===== src/rtl/nsms_pkg.sv =====
package nsms_pkg;

	localparam int FRAME_PIXELS = 65536;
	localparam int ADDR_W       = $clog2(FRAME_PIXELS);
	localparam int LPTR_W       = ADDR_W + 1;
	localparam int MAX_DIM      = 4096;
	localparam int DIM_W        = 13;
	localparam int IDX_W        = 12;
	localparam int STEP_W       = 29;
	localparam int ACC_W        = 32;
	localparam int SRC_ADDR_W   = 25;
	localparam int PIX_W        = 32;
	localparam int PADDR_W      = 5;

	typedef enum logic [2:0] {
		REG_SRC_W   = 3'd0,
		REG_SRC_H   = 3'd1,
		REG_DST_W   = 3'd2,
		REG_DST_H   = 3'd3,
		REG_STEP_X  = 3'd4,
		REG_STEP_Y  = 3'd5,
		REG_BGRA    = 3'd6,
		REG_BIG_END = 3'd7
	} reg_idx_t;

	localparam logic CMD_LOAD = 1'b0;
	localparam logic CMD_EMIT = 1'b1;

	typedef struct packed {
		logic [DIM_W-1:0]  src_w;
		logic [DIM_W-1:0]  src_h;
		logic [DIM_W-1:0]  dst_w;
		logic [DIM_W-1:0]  dst_h;
		logic [STEP_W-1:0] step_x;
		logic [STEP_W-1:0] step_y;
		logic              bgra;
		logic              big_end;
		logic              restart;
	} cfg_t;

	typedef struct packed {
		logic              valid;
		logic              emit;
		logic              we;
		logic              last;
		logic              in_range;
		logic [ADDR_W-1:0] idx;
		logic [PIX_W-1:0]  data;
	} mem_req_t;

	typedef struct packed {
		logic             valid;
		logic             last;
		logic [PIX_W-1:0] pixel;
	} rd_rsp_t;

	function automatic logic [DIM_W-1:0] clamp_dim(input logic [DIM_W-1:0] v);
		logic [DIM_W-1:0] r;
		if (v == '0)
			r = DIM_W'(1);
		else if (v > DIM_W'(MAX_DIM))
			r = DIM_W'(MAX_DIM);
		else
			r = v;
		return r;
	endfunction

	function automatic logic [PIX_W-1:0] swizzle(input logic [PIX_W-1:0] p, input logic bgra,
			input logic big_end);
		logic [PIX_W-1:0] r;
		case ({bgra, big_end})
			2'b10:   r = p;
			2'b11:   r = {p[7:0], p[15:8], p[23:16], p[31:24]};
			2'b01:   r = {p[23:0], p[31:24]};
			2'b00:   r = {p[31:24], p[7:0], p[15:8], p[23:16]};
			default: r = p;
		endcase
		return r;
	endfunction

endpackage


===== src/rtl/nsms_cfg.sv =====
module nsms_cfg
	import nsms_pkg::*;
(
	input  logic               clk,
	input  logic               arst_n,
	input  logic               psel,
	input  logic               penable,
	input  logic               pwrite,
	input  logic [PADDR_W-1:0] paddr,
	input  logic [31:0]        pwdata,
	output logic [31:0]        prdata,
	output logic               pready,
	output cfg_t               cfg
);

	logic     wr;
	reg_idx_t idx;

	logic [DIM_W-1:0]  src_w_q, src_h_q, dst_w_q, dst_h_q;
	logic [STEP_W-1:0] step_x_q, step_y_q;
	logic              bgra_q, big_end_q, restart_q;

	assign pready = 1'b1;
	assign wr     = psel && penable && pwrite;
	assign idx    = reg_idx_t'(paddr[PADDR_W-1:2]);

	always_ff @(posedge clk or negedge arst_n) begin
		if (!arst_n) begin
			src_w_q   <= DIM_W'(256);
			src_h_q   <= DIM_W'(256);
			dst_w_q   <= DIM_W'(256);
			dst_h_q   <= DIM_W'(256);
			step_x_q  <= STEP_W'(32'h0001_0000);
			step_y_q  <= STEP_W'(32'h0001_0000);
			bgra_q    <= 1'b0;
			big_end_q <= 1'b0;
			restart_q <= 1'b0;
		end else begin
			// Any geometry write restarts the output scan on the next cycle.
			restart_q <= wr && (idx != REG_BGRA) && (idx != REG_BIG_END);
			if (wr) begin
				case (idx)
					REG_SRC_W:   src_w_q   <= pwdata[DIM_W-1:0];
					REG_SRC_H:   src_h_q   <= pwdata[DIM_W-1:0];
					REG_DST_W:   dst_w_q   <= pwdata[DIM_W-1:0];
					REG_DST_H:   dst_h_q   <= pwdata[DIM_W-1:0];
					REG_STEP_X:  step_x_q  <= pwdata[STEP_W-1:0];
					REG_STEP_Y:  step_y_q  <= pwdata[STEP_W-1:0];
					REG_BGRA:    bgra_q    <= pwdata[0];
					REG_BIG_END: big_end_q <= pwdata[0];
					default:     ;
				endcase
			end
		end
	end

	always_comb begin
		case (idx)
			REG_SRC_W:   prdata = 32'(src_w_q);
			REG_SRC_H:   prdata = 32'(src_h_q);
			REG_DST_W:   prdata = 32'(dst_w_q);
			REG_DST_H:   prdata = 32'(dst_h_q);
			REG_STEP_X:  prdata = 32'(step_x_q);
			REG_STEP_Y:  prdata = 32'(step_y_q);
			REG_BGRA:    prdata = 32'(bgra_q);
			REG_BIG_END: prdata = 32'(big_end_q);
			default:     prdata = '0;
		endcase
	end

	assign cfg = '{src_w: src_w_q, src_h: src_h_q, dst_w: dst_w_q, dst_h: dst_h_q,
		step_x: step_x_q, step_y: step_y_q, bgra: bgra_q, big_end: big_end_q,
		restart: restart_q};

endmodule


===== config.mk =====
export PLATFORM = sky130hd
export DESIGN_NAME = nsms_cfg
export DESIGN_NICKNAME = d
export VERILOG_FILES = /design/src/rtl/nsms_pkg.sv /design/src/rtl/nsms_cfg.sv
export SDC_FILE = /design/constraint.sdc
export NUM_CORES = 1
export LEC_CHECK = 0
export BUFFER_PORTS_ARGS = -buffer_cell sky130_fd_sc_hd__buf_4
export CAP_MARGIN = 20
export CORE_AREA = 2 2 136 138
export DETAILED_ROUTE_END_ITERATION = 7
export DIE_AREA = 0 0 138 140
export GPL_ROUTABILITY_DRIVEN = 0
export PLACE_DENSITY = 0.49
export REMOVE_ABC_BUFFERS = 1
export SLEW_MARGIN = 20
export SYNTH_ARGS = -nofsm -noshare
export SYNTH_HDL_FRONTEND = slang
export SYNTH_SLANG_ARGS = --single-unit

===== constraint.sdc =====
create_clock -name clk -period 2.2 [get_ports clk]
set_clock_uncertainty 0.15 [all_clocks]
set_input_delay 0.22 -clock clk [delete_from_list [all_inputs] [get_ports clk]]
set_output_delay 0.22 -clock clk [all_outputs]
set_load 0.01 [all_outputs]

==> impl_metrics.env <==
export IMPL_end_kind="flip-flop"
export IMPL_met2_usage_pct=29.4
export IMPL_peakVddDrop_mv=0.499
export IMPL_p_leak_nw=3.90
export IMPL_synth_xor_area_share_pct=0
export IMPL_netlist_instances=403
export IMPL_critical_path_class="in -> reg"
export IMPL_antenna_left=0
export IMPL_hpwlAfterDp_um=11800
export IMPL_placed_cell_area_um2=6960
export IMPL_vias_per_cell=4.72
export IMPL_synthAdderAreaFrac_pct=0
export IMPL_grt_pass1_vias=4528
export IMPL_worstSetupStartpoint="pwrite"
export IMPL_rsz0062_at_grt="false"
export IMPL_io_buffers=178
export IMPL_outcome="finished, final reports clean"
export IMPL_clock_sinks=113
export IMPL_cts_tree="done"
export IMPL_r2r_cells=1
export IMPL_synth_compound_area_share_pct=6.13
export IMPL_row_count=49
export IMPL_fin_crit_sh_pct=91.6
export IMPL_synth_edf_count=0
export IMPL_yosysWarnings=0
export IMPL_pwr_share_seq_pct=36.0
export IMPL_fmax_ghz=0.496
export IMPL_drt_total_wl_um=17200
export IMPL_relSlewSlack_pct=63.2
export IMPL_r2r_start="src_h_q[3]"
export IMPL_die_width_um=138
export IMPL_synth_top_family_by_area="multiplexers"
export IMPL_drtIter0Drc=110
export IMPL_tns_ns=0
export IMPL_clkTransAtPathRegs_ns=0.05
export IMPL_use_met3_pct=7.04
export IMPL_switching_share_pct=26.7
export IMPL_synthTopCellsByCount="dfrtp_1 (107), mux2_2 (105), nor2_1 (43)"
export IMPL_final_design_area_no_fill_um2=7990
export IMPL_worstMarginPinSlew_ns=0.552
export IMPL_ys_seq_area_share_pct=54.1
export IMPL_arrival_ns=2.16
export IMPL_clk_path_buf_depth=2
export IMPL_synth_seq_cells=113
export IMPL_finalHoldViolations=0
export IMPL_drv_slew=0
export IMPL_nets=674
export IMPL_internal_power_mw=5.80
export IMPL_synth_most_common_cell="dfrtp_1"
export IMPL_clockPowerShare_pct=40.2
export IMPL_numCtsBuffers=17
export IMPL_grt_pass1_wl_um=26700
export IMPL_syn_to_final_growth_pct=52.4
export IMPL_grt_max_degree=46
export IMPL_use_met1_pct=22.0
export IMPL_vias=4128
export IMPL_syn_area_um2=5240
export IMPL_grt_use_total_pct=18.0
export IMPL_power_density_nw_per_um2=990
export IMPL_synth_top_area_share_pct=51.1
export IMPL_setup_viol=0
export IMPL_initial_core_util_pct=29.5
export IMPL_ys_async_sr_fraction_pct=100
export IMPL_synth_area_leader_cell="dfrtp_1"
export IMPL_synthSimpleGateAreaFrac_pct=6.01
export IMPL_crit_path_max_fanout=2
export IMPL_cp_start_kind="input port"
export IMPL_critPathRequiredTime_ns=2.34
export IMPL_muxShareOfSynthArea_pct=30.2
export IMPL_total_power_mw=7.91
export IMPL_clock_latency_ns=0.41
export IMPL_pin_count=188
export IMPL_grt_antenna_before_repair=0
export IMPL_grt_busiest_layer="met2"
export IMPL_fill_cells=1692
export IMPL_antenna_cells=0
export IMPL_finalCriticalPeriod_ns=2.01
export IMPL_wl_per_cell_um=19.6
export IMPL_die_h_um=140
export IMPL_maxCapViolCount=0
export IMPL_drc=0
export IMPL_synth_distinct_cells=33
export IMPL_cts_root_buf="clkbuf_16"
export IMPL_overflow=0
export IMPL_p_comb_share_pct=23.7
export IMPL_avgSynthCellArea_um2=13.0
export IMPL_ys_dominant_reg_cell="dfrtp_1"
export IMPL_core_area_um2=17800
export IMPL_dr_pass1_iters=4
export IMPL_cts_max_level=4
export IMPL_hold_path_class="in -> async"
export IMPL_drive_gt1_share_pct=56.1
export IMPL_power_switching_mw=2.11
export IMPL_synth_area_top_cells="dfrtp_1 (51%), mux2_2 (23%), mux2i_1 (4.8%)"
export IMPL_die_area_um2=19300
## layout make-up
| cell class | instances | area (um2) | area share (%) |
|---|---|---|---|
| Sequential cell | 113 | 2840 | 35.5 |
| Clock inverter | 10 | 204 | 2.55 |
| Inverter | 1 | 3.75 | 0.0470 |
| Clock buffer | 22 | 474 | 5.93 |
| Tap cell | 229 | 287 | 3.59 |
| Timing Repair Buffer | 239 | 1930 | 24.2 |
| Multi-Input combinational cell | 260 | 2250 | 28.2 |
## logic make-up after synthesis
logic type	count (synthesis)
multiplexers	140
other	2
AND/OR/NAND/NOR	70
buffers and inverters	32
AO/OA/AOI/OAI	46
flip-flops	113
## metrics by stage
step	hold slack, ns	util, %	instances	setup slack, ns
4_1_cts	0.180	44.9	874	0.204
3_3_place_gp	0.0833	39.2	807	0.218
6_report	0.178	44.9	874	0.186
2_1_floorplan	-0.226	-	374	-0.184
3_5_place_dp	0.0863	39.2	807	0.223
5_1_grt	0.219	44.9	874	0.125
## cells in the final DEF, fill, tap and decap left out, drive strengths merged, types with 2 or more instances in the layout
cell type	count
nand2b	4
nor2	43
dfrtp	107
dlygate4sd3	35
a21oi	8
o22ai	2
a22oi	5
buf	204
a211oi	6
dfstp	6
o21bai	2
nand2	10
mux2	115
clkbuf	22
mux2i	25
nor2b	8
a22o	4
o22a	6
a21o	2
conb	4
a32oi	2
o21ai	4
clkinv	4
bufinv	6
a31oi	5
## repair_timing
| item | in CTS | in global routing |
|---|---|---|
| hold endpoints to repair | 148 | 0 |
| resized for setup | 0 | 0 |
| hold buffers | 35 | 0 |
| buffers inserted | 0 | 0 |
## state kept, by name, summed over array words and instances (netlist names)
signal	count
dst_h_q	13
src_h_q	13
src_w_q	13
dst_w_q	13
restart_q	1
bgra_q	1
step_x_q	29
step_y_q	29
big_end_q	1
## routing by layer
metal,share of wire (%),wire length (um)
met5,0,0
met1,42,7280
met4,1.3,226
met2,48,8300
met3,7.9,1360
## power by group through the flow
stage,Sequential [mW],Combinational (mW),Clock (mW)
floorplan,2.99,0.614,0
global placement,2.86,1.84,0
detailed placement,2.88,1.85,0
CTS,2.86,1.91,3.25
global route,2.91,2.02,3.35
finish,2.85,1.88,3.18
## final timing paths
| path | slack [ns] | to |
|---|---|---|
| min in group clk | 0.23 | dst_w_q[5] |
| min | 0.18 | step_x_q[17] |
| max in group asynchronous | 1.04 | step_x_q[5] |
| max | 0.19 | restart_q |
| max reg2reg | 1.24 | src_h_q[3] |
| min reg2reg | 0.39 | step_x_q[3] |
## critical path: stages
cell and delay [ns]:
dlygate4sd3_1 0.54, buf_4 0.14, nand3_1 0.10, dlygate4sd3_1 0.56, a21oi_1 0.04, dlygate4sd3_1 0.55
(Power assumes the default switching activity.)
