**src/rtl/nsms_pkg.sv**
```systemverilog
package nsms_pkg;

	localparam int FRAME_PIXELS = 65536;
	localparam int ADDR_W       = $clog2(FRAME_PIXELS);
	localparam int LPTR_W       = ADDR_W + 1;
	localparam int MAX_DIM      = 4096;
	localparam int DIM_W        = 13;
	localparam int IDX_W        = 12;
	localparam int STEP_W       = 29;
	localparam int ACC_W        = 32;
	localparam int SRC_ADDR_W   = 25;
	localparam int PIX_W        = 32;
	localparam int PADDR_W      = 5;

	typedef enum logic [2:0] {
		REG_SRC_W   = 3'd0,
		REG_SRC_H   = 3'd1,
		REG_DST_W   = 3'd2,
		REG_DST_H   = 3'd3,
		REG_STEP_X  = 3'd4,
		REG_STEP_Y  = 3'd5,
		REG_BGRA    = 3'd6,
		REG_BIG_END = 3'd7
	} reg_idx_t;

	localparam logic CMD_LOAD = 1'b0;
	localparam logic CMD_EMIT = 1'b1;

	typedef struct packed {
		logic [DIM_W-1:0]  src_w;
		logic [DIM_W-1:0]  src_h;
		logic [DIM_W-1:0]  dst_w;
		logic [DIM_W-1:0]  dst_h;
		logic [STEP_W-1:0] step_x;
		logic [STEP_W-1:0] step_y;
		logic              bgra;
		logic              big_end;
		logic              restart;
	} cfg_t;

	typedef struct packed {
		logic              valid;
		logic              emit;
		logic              we;
		logic              last;
		logic              in_range;
		logic [ADDR_W-1:0] idx;
		logic [PIX_W-1:0]  data;
	} mem_req_t;

	typedef struct packed {
		logic             valid;
		logic             last;
		logic [PIX_W-1:0] pixel;
	} rd_rsp_t;

	function automatic logic [DIM_W-1:0] clamp_dim(input logic [DIM_W-1:0] v);
		logic [DIM_W-1:0] r;
		if (v == '0)
			r = DIM_W'(1);
		else if (v > DIM_W'(MAX_DIM))
			r = DIM_W'(MAX_DIM);
		else
			r = v;
		return r;
	endfunction

	function automatic logic [PIX_W-1:0] swizzle(input logic [PIX_W-1:0] p, input logic bgra,
			input logic big_end);
		logic [PIX_W-1:0] r;
		case ({bgra, big_end})
			2'b10:   r = p;
			2'b11:   r = {p[7:0], p[15:8], p[23:16], p[31:24]};
			2'b01:   r = {p[23:0], p[31:24]};
			2'b00:   r = {p[31:24], p[7:0], p[15:8], p[23:16]};
			default: r = p;
		endcase
		return r;
	endfunction

endpackage

```
**src/rtl/nsms_agen.sv**
```systemverilog
module nsms_agen
	import nsms_pkg::*;
(
	input  logic             clk,
	input  logic             arst_n,
	input  cfg_t             cfg,
	input  logic             adv,
	input  logic             accept,
	input  logic             cmd,
	input  logic [PIX_W-1:0] pixel,
	output mem_req_t         req_s3
);

	logic [LPTR_W-1:0] lptr_q;
	logic [IDX_W-1:0]  dest_col_q, dest_row_q;
	logic [ACC_W-1:0]  x_acc_q, y_acc_q;

	logic [DIM_W-1:0] sw, sh, dw, dh;
	logic [DIM_W-1:0] col_next, row_next;
	logic             col_wrap, row_wrap, last_c, load_ok;
	logic [ACC_W-1:0] half_x, half_y;

	assign sw = clamp_dim(cfg.src_w);
	assign sh = clamp_dim(cfg.src_h);
	assign dw = clamp_dim(cfg.dst_w);
	assign dh = clamp_dim(cfg.dst_h);

	assign half_x   = ACC_W'(cfg.step_x >> 1);
	assign half_y   = ACC_W'(cfg.step_y >> 1);
	assign col_next = {1'b0, dest_col_q} + DIM_W'(1);
	assign row_next = {1'b0, dest_row_q} + DIM_W'(1);
	assign col_wrap = col_next >= dw;
	assign row_wrap = row_next >= dh;
	assign last_c   = col_wrap && row_wrap;
	assign load_ok  = lptr_q < LPTR_W'(FRAME_PIXELS);

	// Scan state: advanced once per accepted request.
	always_ff @(posedge clk or negedge arst_n) begin
		if (!arst_n) begin
			lptr_q     <= '0;
			dest_col_q <= '0;
			dest_row_q <= '0;
			x_acc_q    <= ACC_W'(32'h0000_8000);
			y_acc_q    <= ACC_W'(32'h0000_8000);
		end else if (cfg.restart) begin
			dest_col_q <= '0;
			dest_row_q <= '0;
			x_acc_q    <= half_x;
			y_acc_q    <= half_y;
		end else if (accept) begin
			if (cmd == CMD_LOAD) begin
				if (load_ok)
					lptr_q <= lptr_q + LPTR_W'(1);
			end else if (!col_wrap) begin
				dest_col_q <= col_next[IDX_W-1:0];
				x_acc_q    <= x_acc_q + ACC_W'(cfg.step_x);
			end else begin
				dest_col_q <= '0;
				x_acc_q    <= half_x;
				if (row_wrap) begin
					dest_row_q <= '0;
					y_acc_q    <= half_y;
					lptr_q     <= '0;
				end else begin
					dest_row_q <= row_next[IDX_W-1:0];
					y_acc_q    <= y_acc_q + ACC_W'(cfg.step_y);
				end
			end
		end
	end

	// Stage 1: raw source coordinates or load address.
	logic              valid_s1, emit_s1, we_s1, last_s1;
	logic [ADDR_W-1:0] widx_s1;
	logic [PIX_W-1:0]  data_s1;
	logic [15:0]       xi_s1, yi_s1;

	// Stage 2: clamped and mirrored coordinates.
	logic              valid_s2, emit_s2, we_s2, last_s2;
	logic [ADDR_W-1:0] widx_s2;
	logic [PIX_W-1:0]  data_s2;
	logic [IDX_W-1:0]  col_s2, row_s2;

	// Stage 3: linear source address.
	logic              valid_s3, emit_s3, we_s3, last_s3;
	logic [ADDR_W-1:0] widx_s3;
	logic [PIX_W-1:0]  data_s3;
	logic [SRC_ADDR_W-1:0] saddr_s3;

	logic [DIM_W-1:0] swm1, shm1;
	logic [IDX_W-1:0] col_c, row_cl;
	logic [SRC_ADDR_W-1:0] saddr_c;

	assign swm1   = sw - DIM_W'(1);
	assign shm1   = sh - DIM_W'(1);
	assign col_c  = (xi_s1 > 16'(swm1)) ? swm1[IDX_W-1:0] : xi_s1[IDX_W-1:0];
	assign row_cl = (yi_s1 > 16'(shm1)) ? shm1[IDX_W-1:0] : yi_s1[IDX_W-1:0];
	assign saddr_c = SRC_ADDR_W'(row_s2) * SRC_ADDR_W'(sw) + SRC_ADDR_W'(col_s2);

	always_ff @(posedge clk or negedge arst_n) begin
		if (!arst_n) begin
			valid_s1 <= 1'b0;
			valid_s2 <= 1'b0;
			valid_s3 <= 1'b0;
		end else if (adv) begin
			valid_s1 <= accept;
			valid_s2 <= valid_s1;
			valid_s3 <= valid_s2;
		end
	end

	always_ff @(posedge clk) begin
		if (adv) begin
			emit_s1 <= (cmd == CMD_EMIT);
			we_s1   <= (cmd == CMD_LOAD) && load_ok;
			last_s1 <= (cmd == CMD_EMIT) && last_c;
			widx_s1 <= lptr_q[ADDR_W-1:0];
			data_s1 <= pixel;
			xi_s1   <= x_acc_q[ACC_W-1:16];
			yi_s1   <= y_acc_q[ACC_W-1:16];

			emit_s2 <= emit_s1;
			we_s2   <= we_s1;
			last_s2 <= last_s1;
			widx_s2 <= widx_s1;
			data_s2 <= data_s1;
			col_s2  <= col_c;
			row_s2  <= shm1[IDX_W-1:0] - row_cl;

			emit_s3  <= emit_s2;
			we_s3    <= we_s2;
			last_s3  <= last_s2;
			widx_s3  <= widx_s2;
			data_s3  <= data_s2;
			saddr_s3 <= saddr_c;
		end
	end

	assign req_s3 = '{valid: valid_s3, emit: emit_s3, we: we_s3, last: last_s3,
		in_range: (saddr_s3[SRC_ADDR_W-1:ADDR_W] == '0),
		idx: (emit_s3 ? saddr_s3[ADDR_W-1:0] : widx_s3), data: data_s3};

	a_lptr_bound: assert property (@(posedge clk) disable iff (!arst_n)
		lptr_q <= LPTR_W'(FRAME_PIXELS))
		else $error("load pointer ran past the frame store");

	a_no_write_on_emit: assert property (@(posedge clk) disable iff (!arst_n)
		(valid_s3 && emit_s3) |-> !we_s3)
		else $error("emit request carries a store write");

	a_frame_end: assert property (@(posedge clk) disable iff (!arst_n)
		(accept && !cfg.restart && cmd == CMD_EMIT && last_c) |=>
		(dest_col_q == '0 && dest_row_q == '0 && lptr_q == '0))
		else $error("scan did not restart after the last pixel of the frame");

endmodule

```
**config.mk**
```make
export PLATFORM = sky130hd
export DESIGN_NAME = nsms_agen
export DESIGN_NICKNAME = d
export VERILOG_FILES = /design/src/rtl/nsms_pkg.sv /design/src/rtl/nsms_agen.sv
export SDC_FILE = /design/constraint.sdc
export NUM_CORES = 1
export LEC_CHECK = 0
export ABC_CLOCK_PERIOD_IN_PS = 7200
export BUFFER_PORTS_ARGS = -buffer_cell sky130_fd_sc_hd__buf_2
export CAP_MARGIN = 0
export CORE_ASPECT_RATIO = 0.6
export CORE_MARGIN = 4
export CORE_UTILIZATION = 45
export DETAILED_ROUTE_END_ITERATION = 8
export GPL_TIMING_DRIVEN = 0
export PLACE_DENSITY = 0.71
export SLEW_MARGIN = 20
export SYNTH_ARGS = -nofsm -noshare
export SYNTH_HDL_FRONTEND = slang
export SYNTH_SLANG_ARGS = --single-unit
export TNS_END_PERCENT = 1
```
**constraint.sdc**
```tcl
create_clock -name clk -period 7.2 [get_ports clk]
set_input_delay 1.08 -clock clk [delete_from_list [all_inputs] [get_ports clk]]
set_output_delay 1.08 -clock clk [all_outputs]
set_load 0.005 [all_outputs]
```
==> results.md <==
- The sum of negative setup slack is 0 ns.
- The die covers 0.0562 sq mm.
- No sink is reached through more buffers than the 3 on the longest clock path.
- The area added between synthesis and finish is 13.8%.
- Synthesis produced 2,271 cells.
- In the final layout, the share of cells above drive strength 1 is 13.0%.
- The most common cell in the netlist is nand2_1.
- The number of placed instances, taps included, is 3,165.
- Timing analysis after detailed placement gives a worst setup slack of -1.11 ns.
- The final total power is 11.2 mW.
- Once detail routing completed, the nets flagged for antenna violations numbered 0.
- The worst relative slew slack is 39.0%.
- The largest net degree at the start of global routing is around 110.
- CTS placed an instance of clkbuf_16 at the clock tree root.
- The total power divided by cell area is about 420 mW/mm^2.
- After synthesis the netlist holds a flip-flop and latch count of 342.
- The count of buffers added on input and output ports is between 150 and 200.
- The floorplan has 64 rows.
- At the later pin of the worst-skew pair, clock insertion delay measures 0.55 ns.
- The worst setup path is captured at a register.
- Setup repair after global routing could not meet its margin everywhere.
- In this run the worst path has a maximum fanout of 10.
- Subtracting the final worst setup slack from the clock period gives 7.09 ns.
- Setup violations remaining at the end of the flow were counted as 0.
- The residual DRC count is 0.
- The width of the die is 303 um.
- Once routing completed, OpenROAD measured the worst setup slack at 0.111 ns.
- The final worst clock skew is 0.0340 ns.
- The run finished with clean final reports.
- The library cell occupying the most area in the post-synthesis netlist is edfxtp_1.
- Data arrives at the worst endpoint at 7.36 ns.
- The critical path data required time is 7.47 ns.
- The number of sinks driven by the clock tree is 342.
- The transition time at the pin with the least slew margin is 0.915 ns.
- After clock tree synthesis, the clock-pin slew on the worst setup and hold paths is 0.06 ns.
- The post-route non-filler standard cell count is 3,237.
- In this run the cell area measured after placement is 0.0255 sq mm.
- The number of distinct library cell variants in the gate-level netlist after synthesis is 77.
- Hold repair after CTS inserted 0 buffers.
- The wire length of the first global-routing pass is roughly 96,000 um.
- After layout, the worst path uses 98.5% of the clock period.
- From bottom edge to top edge, the die measures 185 um.
- Averaged over all synthesized cells, the footprint is 10.4 sq um.
- In this run, CTS created clock tree buffers numbering 36.
- After legalization and detailed placement, the total HPWL measured 45,600 um.
- The routed length per placed instance is between 15 and 20 um.
- The count of flip-flops with a built-in enable after synthesis is 234.
- The number of top-level pins is around 200.
- Of the synthesized area, sequential elements account for 41.3%.
- For this design the static power due to leakage is 11.9 nW.
- The remaining global-route overflow is 0.
- The detailed router finished its first iteration with around 1.3k violations.
- The max-cap violation count is 0.
- The top flip-flop cell by instance count after synthesis is edfxtp_1.
- The TritonCTS clock tree is built.
- After synthesis, the largest area contributor takes up 29.8% of total cell area.
- The routed layout has about 18k vias.
- The core region area is 0.0513 sq mm.
- Sorting the synthesized cells by area gives the leading types as edfxtp_1, dfrtp_1, fa_1.
- The initial core utilization is 45.9%.
- The final-report max-slew violation count was 0.
- The layout has 4,560 filler cells.
- The pre-antenna-repair detailed-routing pass consisted of 5 iterations.
- In the synthesized netlist, the cells that appear most often are nand2_1, inv_1, edfxtp_1.
- The sort of element at the start of the critical path is an input port.
- Across the VDD grid, the largest voltage drop is ~570 uV.
- The total global-route track usage is between 20% and 30%.
- The area of the multi-input gates is about 0.013 sq mm.
- The kind of critical path is in -> reg.
- The tightest min-delay check is of the reg -> reg type.
- Across the whole layout, storage elements account for 0.00973 sq mm.
- The final-stage net count is approximately 3.0k.
- The synthesized netlist occupies a cell area of 0.0235 sq mm.
- Of all flip-flops after synthesis, the portion carrying an async set or reset was between 30% and 40%.
- The number of levels in the clock H-tree is 2.
- The number of antenna violations at the first check in global routing is 9.
- The via count of the first global-routing pass is 18.0k.
- The highest clock rate is between 100 and 150 MHz.
- Dividing the detail-routed via count by the number of cells gives 5.51.
- Summed over all layers, the routed wires come to about 60,000 um.
- The number of nets handed over by synthesis was 2,739.
- Summing all non-filler instances in the final layout gives an area of between 0.02 and 0.03 sq mm.
- The total count of hold-check failures in the final report is 0.
- The congestion estimate from routability-driven global placement came to 0.964.
- During synthesis, Yosys emitted a total of 0 warnings.
per-layer routing:
layer	vias to the layer above	global-route usage [%]	wire length, um
met5	-	0	43
met4	8	4.74	1150
met3	99	6.15	5470
met2	620	32.0	25400
met1	8696	30.9	27400
li1	8421	-	-
worst max-delay path: stages:
cell and delay [ns]:
buf_2 0.16, clkbuf_2 0.23, nor2b_1 0.49, clkbuf_1 0.54, nand2_1 0.17, fa_1 0.53, inv_1 0.07, fa_1 0.53
fa_1 0.45, fa_1 0.56, inv_1 0.06, fa_1 0.54, inv_1 0.05, ha_1 0.36, a21o_1 0.19, a211o_1 0.30
o221a_2 0.26, o41a_1 0.39, a211oi_1 0.28, xnor2_1 0.11
timing repair:
| item | 4_1_cts | 5_1_grt |
|---|---|---|
| resized for setup | 7 | 21 |
| setup endpoints to repair | 9 | 11 |
| pin swaps | 0 | 2 |
| setup buffers | 0 | 4 |
| endpoints found under the hold margin | 0 | 0 |
cell usage in the layout, fill, tap and decap left out, types with 29 or more instances in the layout:
cell       count
nor2b_1       31
a21o_1        30
o21ai_0      114
xor2_1        43
dfrtp_1      106
nand3_1       37
clkbuf_16     37
and2_1        84
nor3_1        31
nor2_1       116
clkbuf_1      71
ha_1         193
edfxtp_1     234
inv_1        236
nand2_1      260
mux2i_1       29
fa_1         124
a21oi_1      127
xnor2_1       69
buf_2        196
state kept, by name, indices dropped and copies added, names as in the netlist, 17 cells and up:
signal,cells
data_s1,32
data_s2,32
data_s3,32
x_acc_q,32
y_acc_q,32
saddr_s3,25
lptr_q,17
power breakdown:
part / total, mW / internal [mW] / switching [mW] / leakage (nW)
sequential: 3.01 / 2.75 / 0.260 / 3.69
combinational: 6.35 / 2.71 / 3.64 / 7.69
clock: 1.86 / 1.05 / 0.813 / 0.565
total: 11.2 / 6.51 / 4.71 / 11.9
area by class of cell:
type	instances	share of cell area [%]
well taps	693	3.24
plain buffers	81	1.28
inverters	236	3.31
clock buffers	43	3.61
flip-flops and latches	342	36.3
clock inverters	21	0.761
repair buffers	205	4.18
diodes	5	0.0467
multi-input cells	1611	47.3
path summary, 6_finish.rpt:
path | start | to | slack, ns | cells past startpoint
max in group asynchronous | arst_n | x_acc_q[15] | 5.94 | 2
hold / removal | data_s2[14] | data_s3[14] | 0.41 | 0
setup / recovery | cfg[112] | saddr_s3[21] | 0.11 | 20
min in group asynchronous | arst_n | y_acc_q[13] | 0.45 | 1
setup reg to reg | row_s2[11] | saddr_s3[21] | 0.70 | 18
hold reg to reg | data_s2[14] | data_s3[14] | 0.41 | 0
per-stage QoR:
stage               util, %  hold WS [ns]
floorplan                 -         0.400
global placement       49.5         0.400
detailed placement     49.7         0.405
CTS                    52.0         0.416
global route           52.2         0.423
finish                 52.2         0.413
cells by family (layout without fill, tap and decap cells):
group	Yosys count	after routing	share of synthesized area, %
and+or+nand+nor	681	681	14.0
AOI/OAI and AO/OA	450	450	12.2
DFF	342	342	41.3
adders and majority gates	319	319	20.9
buffers and inverters	318	586	5.18
xor gates and xnor gates	112	112	4.17
muxes	49	49	2.19
other	0	5	0
Power figures use the tool's default switching activity.
